`config.mk`:
```
export PLATFORM = sky130hd
export DESIGN_NAME = pnfe_place_lanes
export DESIGN_NICKNAME = d
export VERILOG_FILES = /design/src/hdl/pnfe_pkg.sv /design/src/hdl/pnfe_place_lanes.sv
export SDC_FILE = /design/constraint.sdc
export NUM_CORES = 1
export LEC_CHECK = 0
export ABC_AREA = 1
export BUFFER_PORTS_ARGS = -buffer_cell sky130_fd_sc_hd__buf_2
export CAP_MARGIN = 20
export CORE_AREA = 2 2 296 298
export DETAILED_ROUTE_END_ITERATION = 8
export DIE_AREA = 0 0 298 300
export PLACE_DENSITY_LB_ADDON = 0.12
export SLEW_MARGIN = 20
export SYNTH_ARGS = -nofsm -noshare
export SYNTH_HDL_FRONTEND = slang
export SYNTH_SLANG_ARGS = --single-unit
```
`constraint.sdc`:
```
create_clock -name vclk -period 3.3
set_clock_uncertainty 0.2 [all_clocks]
set_input_delay 0.33 -clock vclk [all_inputs]
set_output_delay 0.33 -clock vclk [all_outputs]
set_load 0.03 [all_outputs]
```
`src/hdl/pnfe_pkg.sv`:
```
`default_nettype none

package pnfe_pkg;

    // Default sizes of the net
    localparam int PLACE_COUNT_DEF      = 16;
    localparam int TRANSITION_COUNT_DEF = 16;
    localparam int WEIGHT_MAX_DEF       = 255;
    localparam int TOKEN_MAX_DEF        = 65535;

    // Field widths fixed by the word format
    localparam int OPCODE_W = 3;
    localparam int INDEX_W  = 4;
    localparam int VALUE_W  = 16;
    localparam int STATUS_W = 2;
    localparam int TOKEN_W  = 16;

    typedef enum logic [OPCODE_W-1:0] {
        OP_SET_IN_WEIGHT  = 3'd0,
        OP_SET_OUT_WEIGHT = 3'd1,
        OP_SET_TOKENS     = 3'd2,
        OP_FIRE           = 3'd3,
        OP_TEST           = 3'd4,
        OP_READ_TOKENS    = 3'd5
    } t_opcode;

    typedef enum logic [STATUS_W-1:0] {
        ST_OK          = 2'd0,
        ST_NOT_ENABLED = 2'd1,
        ST_WEIGHT_HIGH = 2'd2
    } t_status;

    typedef enum logic [0:0] {
        S_IDLE = 1'b0,
        S_EXEC = 1'b1
    } t_state;

endpackage

`default_nettype wire

```
`src/hdl/pnfe_place_lanes.sv`:
```
`default_nettype none

module pnfe_place_lanes
    import pnfe_pkg::*;
#(
    parameter int PLACE_COUNT = PLACE_COUNT_DEF,
    parameter int WEIGHT_W    = 8,
    parameter int TOKEN_MAX   = TOKEN_MAX_DEF
) (
    input  wire logic [PLACE_COUNT-1:0][TOKEN_W-1:0]  i_marking,
    input  wire logic [PLACE_COUNT-1:0][WEIGHT_W-1:0] i_in_row,
    input  wire logic [PLACE_COUNT-1:0][WEIGHT_W-1:0] i_out_row,
    output logic                                      o_all_covered,
    output logic      [PLACE_COUNT-1:0][TOKEN_W-1:0]  o_fired
);

    logic [PLACE_COUNT-1:0] covered;

    // Compare and update every place in its own lane
    always_comb begin
        for (int p = 0; p < PLACE_COUNT; p++) begin
            logic [TOKEN_W-1:0] w_in;
            logic [TOKEN_W-1:0] w_out;
            logic [TOKEN_W:0]   sum;
            w_in  = TOKEN_W'(i_in_row[p]);
            w_out = TOKEN_W'(i_out_row[p]);
            covered[p] = (i_marking[p] >= w_in);
            // no borrow when the transition is enabled
            sum = {1'b0, i_marking[p]} - {1'b0, w_in} + {1'b0, w_out};
            if (32'(sum) > TOKEN_MAX) begin
                o_fired[p] = TOKEN_W'(TOKEN_MAX);
            end else begin
                o_fired[p] = sum[TOKEN_W-1:0];
            end
        end
    end

    // Enabled only when every place holds its input weight
    assign o_all_covered = &covered;

endmodule

`default_nettype wire

```
==> out/results.ini, run 1 <==
[global_route]
grt_pass1_vias = 27200
grt-ovfl-total = 0
gr-usage-all-layers = 0.199
antenna_found_initial = 47
grt_start_max_net_pins = 17
grt_first_pass_wirelength_um = 143000

[setup_path]
path_common_cell = nand2_1
cp.required_ps = 2770
arrival_ps = 2680
worst-path-max-fanout = 5
critPathMaxStageDelay_ps = 520
end_kind = primary output
cp_slowest_cell = fa_1
criticalPathCategory = in -> out
cp_cell_sequence = buf_2, inv_1, fa_1, inv_1, ha_1, a21oi_1, nand2_1, buf_4, nand3_1, nand3_1, nand2_1, inv_1, o21ai_0, nand2_1, nand2_1, clkbuf_4
critPathLaunchType = input port

[synthesis]
synthCells = 3959
yosysTopAreaCell = ha_1
syn_area_um2 = 24200
synth_cell_types = 33
syn-num-nets = 5095
seq_area_frac_synth = 0
synth_area_leaders = ha_1 26%, inv_1 17%, nand2_1 13%
yosysTopAreaCellShare = 0.257
ys_warn_count = 0
syn_area_per_cell_um2 = 6.11

[pwr]
peakVddDrop_uv = 228
powerDensity_nw_per_um2 = 307
p_total_w = 0.0101
leakage_nw = 19.6

[die]
ioPinCount = 769
dieArea_um2 = 89400
fp.dieW_um = 298
core_um2 = 86200
num_rows = 108
die_height_um = 300
start_util = 0.280

[drt]
initialDrtViolationCount = 958
final_antenna_net_count = 0
dr.pass1.iters = 7
post_drt_wl_per_cell_um = 15.4
via_count = 27200
vias_per_cell = 4.42
routed_wl_um = 94800
drc_errors = 0

[status]
status = completed

[timing]
final-hold-violation-count = 0
min_period_over_period = 0.972
fin_hold_ws_ps = 926
setup_viol = 0
fmax_ghz = 0.312
drv_slew = 0
worst_pin_slew_ps = 409
rsz0062_at_grt = yes
setup_slack_ps = 91.8
period_minus_slack_ps = 3210
slew_headroom = 0.725

[layout]
syn_to_final_growth_pct = 36.5
post-route-util = 0.383
final_nets = 6111
drive_gt1_frac = 0.271
seq_area_um2 = 0
seq_cells = 0
clock_buffers = 0

[worst_hold_path]
hp-class = in -> out
min_to = o_fired[192]
whs_path_depth = 5
worstHoldStart = i_marking[192]

[place]
dp_hpwl_um = 87100
portBuffers = 769
gp_congestion = 0.942
place_ws_ps = -207

[job]
drv_cap = 0

[cts]
cts.hold.buffers_added = 0

## where the power goes
part	internal, W	total, W	switching (W)
registers	0	0	0
logic	0.00398	0.0101	0.00614
clock network	0.000000000650	0.000000000651	0
## stage by stage
step	std cells	setup TNS (ps)	instance area (um2)
final	6144	0	33000
after global routing	6141	-494	33000
after CTS	6099	-2.72	31200
after detailed placement	6099	-2070	31100
after global placement	6099	-1700	31100
after floorplan	3959	0	24200
## cells by family after synthesis
logic type / after synthesis / share of synthesized area
buffers and inverters: 1130 / 0.180
adder cells (fa/ha/maj): 624 / 0.363
AO/OA/AOI/OAI: 581 / 0.140
AND/OR/NAND/NOR: 1424 / 0.245
XOR/XNOR: 200 / 0.0724
## worst max-delay path by stage
stage | startpoint | cells past startpoint | slack, ps | endpoint
floorplan | i_marking[129] | 13 | 290 | o_fired[129]
global placement | i_marking[5] | 14 | -210 | o_fired[14]
detailed placement | i_marking[4] | 14 | -210 | o_fired[13]
CTS | i_marking[245] | 16 | -3 | o_fired[254]
global route | i_marking[215] | 16 | -30 | o_fired[223]
finish | i_marking[178] | 16 | 90 | o_fired[191]
## synthesized netlist by cell type, drive strengths merged
| library cell | count |
|---|---|
| a21boi | 30 |
| a21o | 9 |
| a21oi | 285 |
| a31oi | 18 |
| buf | 16 |
| fa | 128 |
| ha | 496 |
| inv | 1114 |
| nand2 | 866 |
| nand3 | 206 |
| nand4 | 23 |
| nor2 | 283 |
| nor3 | 43 |
| nor4 | 2 |
| o211ai | 6 |
| o21a | 17 |
| o21ai | 143 |
| o21bai | 72 |
| o31ai | 1 |
| or2 | 1 |
| xnor2 | 46 |
| xor2 | 154 |
## cell usage in the layout (no fill, tap or decap), drive strengths merged
cell type	instances
inv	1114
buf	987
nand2	875
ha	496
a21oi	285
nor2	283
nand3	206
xor2	154
o21ai	143
fa	128
o21bai	72
xnor2	46
nor3	43
clkbuf	34
a21boi	30
nand4	23
a31oi	18
o21a	17
diode	16
a21o	9
o211ai	6
nor4	2
or2	1
o31ai	1
## layout make-up
type / instances / area (um2)
tap: 1155 / 1450
antenna: 16 / 40.0
multi-input combinational: 2838 / 21100
timing repair buffer: 1021 / 6190
fill: 9896 / 53200
inverter: 1114 / 4180
## layer usage
layer / vias to the layer above / track usage / wire length [um] / part of all wire
met1: 12300 / 0.237 / 40000 / 0.42
met4: 44 / 0.0269 / 1440 / 0.015
met3: 100 / 0.0287 / 4570 / 0.048
li1: 14200 / - / - / -
met2: 555 / 0.381 / 48600 / 0.51
met5: - / 0 / 278 / 0.0029
## worst max-delay path, delay by kind of cell
family / cells / cell delay, ps
adders and majority gates: 2 / 870
buffers and inverters: 6 / 570
and+or+nand+nor: 6 / 610
AOI/OAI and AO/OA: 2 / 290
## timing repair
action | in CTS | in global routing
pin swaps | 4 | 69
resized for setup | 36 | 407
setup endpoints to repair | 60 | 253
buffers inserted | 0 | 17
gates cloned | 0 | 13
endpoints found under the hold margin | 0 | 0
Power figures use the tool's default switching activity.
==> run 2: changes to the inputs <==
RECOVER_POWER = 50   (was not set)
clock period = 3.2 ns   (was 3.3 ns; I/O delays follow)
==> run 2 against run 1 <==
Utilization is 4.2 points higher. Cell count is 3.1% higher. Hold slack worse by 53 ps. Critical endpoint is now o_fired[51]. Wire length is 3.5% higher. Total power is 21% higher. Clock-buffer cell count stayed put.
==> out/results.ini, run 2 (same netlist as run 1, synthesis figures left out) <==
[global_route]
grt_start_max_net_pins = 17  ; unchanged
grt_pass1_vias = 27700  ; was 27200
grt_first_pass_wirelength_um = 145000  ; was 143000 um
antenna_found_initial = 58  ; was 47
grt-ovfl-total = 0  ; unchanged
gr-usage-all-layers = 0.202  ; was 0.199

[setup_path]
cp.required_ps = 2680  ; was 2770 ps
arrival_ps = 2640  ; was 2680 ps
end_kind = primary output  ; unchanged
worst-path-max-fanout = 7  ; was 5
cp_num_buf_inv = 5  ; was 6
cp_slowest_cell = fa_1  ; unchanged
critPathMaxStageDelay_ps = 520  ; about the same
criticalPathCategory = in -> out  ; unchanged
cp_cell_sequence = buf_2, inv_2, fa_1, inv_1, ha_4, nand2_4, nor3_4, nor2_4, o21ai_2, nand3_2, nand2_2, nand2_2, nand2_4, clkbuf_16, nand2_4, buf_6  ; was buf_2, inv_1, fa_1, inv_1, ha_1, a21oi_1, nand2_1, buf_4, nand3_1, nand3_1, nand2_1, inv_1, o21ai_0, nand2_1, nand2_1, clkbuf_4
critPathLaunchType = input port  ; unchanged
path_common_cell = nand2_4  ; was nand2_1
crit_family = adder cells  ; unchanged

[drt]
via_count = 28100  ; was 27200
drc_errors = 0  ; unchanged
routed_wl_um = 98100  ; was 94800 um
initialDrtViolationCount = 866  ; was 958
vias_per_cell = 4.43  ; was 4.42
dr.pass1.iters = 5  ; was 7
final_antenna_net_count = 0  ; unchanged
post_drt_wl_per_cell_um = 15.5  ; was 15.4 um

[layout]
design_area_um2 = 36600  ; was 33000 um2
seq_cells = 0  ; unchanged
final_nets = 6291  ; was 6111
syn_to_final_growth_pct = 51.4  ; was 36.5%
clock_buffers = 0  ; unchanged
drive_gt1_frac = 0.347  ; was 0.271
seq_area_um2 = 0  ; unchanged
final_cell_mix = 1055 x inv_1, 691 x nand2_1, 562 x buf_2  ; was 1111 x inv_1, 776 x nand2_1, 690 x buf_2
final_common_cell = inv_1  ; unchanged

[timing]
final-hold-violation-count = 0  ; unchanged
rsz0062_at_grt = yes  ; unchanged
drv_slew = 0  ; unchanged
fin_tns_setup_ps = 0  ; unchanged
period_minus_slack_ps = 3160
min_period_over_period = 0.987
fmax_ghz = 0.317
worst_pin_slew_ps = 424  ; was 409 ps
slew_headroom = 0.716  ; was 0.725
setup_viol = 0  ; unchanged

[die]
die_height_um = 300  ; unchanged
ioPinCount = 769  ; unchanged
dieArea_um2 = 89400  ; unchanged
num_rows = 108  ; unchanged
core_um2 = 86200  ; unchanged
fp.dieW_um = 298  ; unchanged
start_util = 0.280  ; unchanged

[place]
dpl_cell_area_um2 = 32300  ; was 31100 um2
dp_hpwl_um = 88400  ; was 87100 um
gp_congestion = 0.922  ; was 0.942
portBuffers = 769  ; unchanged

[worst_hold_path]
hp-class = in -> out  ; unchanged

[pwr]
powerDensity_nw_per_um2 = 334  ; was 307 nW/um2
leakage_nw = 21.1  ; was 19.6 nW
peakVddDrop_uv = 269  ; was 228 uV

[job]
drv_cap = 0  ; unchanged

[status]
status = completed  ; unchanged

run 2: cell count changes in the layout (fill, tap and decap cells not counted), moves of 39 or more:
cell	before	now
ha_1	445	405
buf_4	260	453
nand2_1	776	691
buf_6	31	151
nand2_2	74	126
inv_2	3	57
inv_1	1111	1055
ha_4	35	74
buf_2	690	562
run 2: final cells by class:
class,instances,area (um2)
antenna,26,65.1
timing repair buffer,1201,8410
multi-input combinational,2838,22500
fill,9484,49600
tap,1155,1450
inverter,1114,4190
run 2: path summary, 6_finish.rpt:
| check | start | endpoint | slack (ps) | cells after the start |
|---|---|---|---|---|
| hold / removal | i_marking[112] | o_fired[112] | 870 | 5 |
| setup / recovery | i_marking[50] | o_fired[51] | 40 | 16 |
run 2: tightest hold or removal path: cells and delay by family:
family | cells | cell delay [ps]
simple gates | 1 | 60
buf+inv | 3 | 250
fa+ha+maj | 1 | 120
run 2: metal layers:
layer	GRT usage	vias to the layer above	share of wire
met5	0	-	0.0031
met4	0.0395	48	0.022
met3	0.0350	138	0.052
met2	0.380	556	0.51
met1	0.238	12800	0.41
li1	-	14600	-
run 2: timing repair:
action	CTS	global route
resized for setup	131	990
endpoints found under the hold margin	0	0
buffers inserted	1	35
cloned	0	16
hold buffers	0	0
pin swaps	20	193
endpoints found under the setup margin	176	255
run 2: power breakdown:
group | internal, W | switching [W]
clock | 0.00000000109 | 0
sequential | 0 | 0
combinational | 0.00531 | 0.00690
total | 0.00531 | 0.00690
run 2: per-stage QoR:
step	power, W	utilization	worst slack (ps)	hold WS (ps)	std cells
2_1_floorplan	0.00603	-	213	788	3959
3_3_place_gp	0.0102	0.375	-261	916	6258
3_5_place_dp	0.0102	0.375	-252	918	6258
4_1_cts	0.0105	0.381	0.395	922	6259
5_1_grt	0.0133	0.424	-64.5	895	6329
6_report	0.0122	0.425	41.7	873	6334
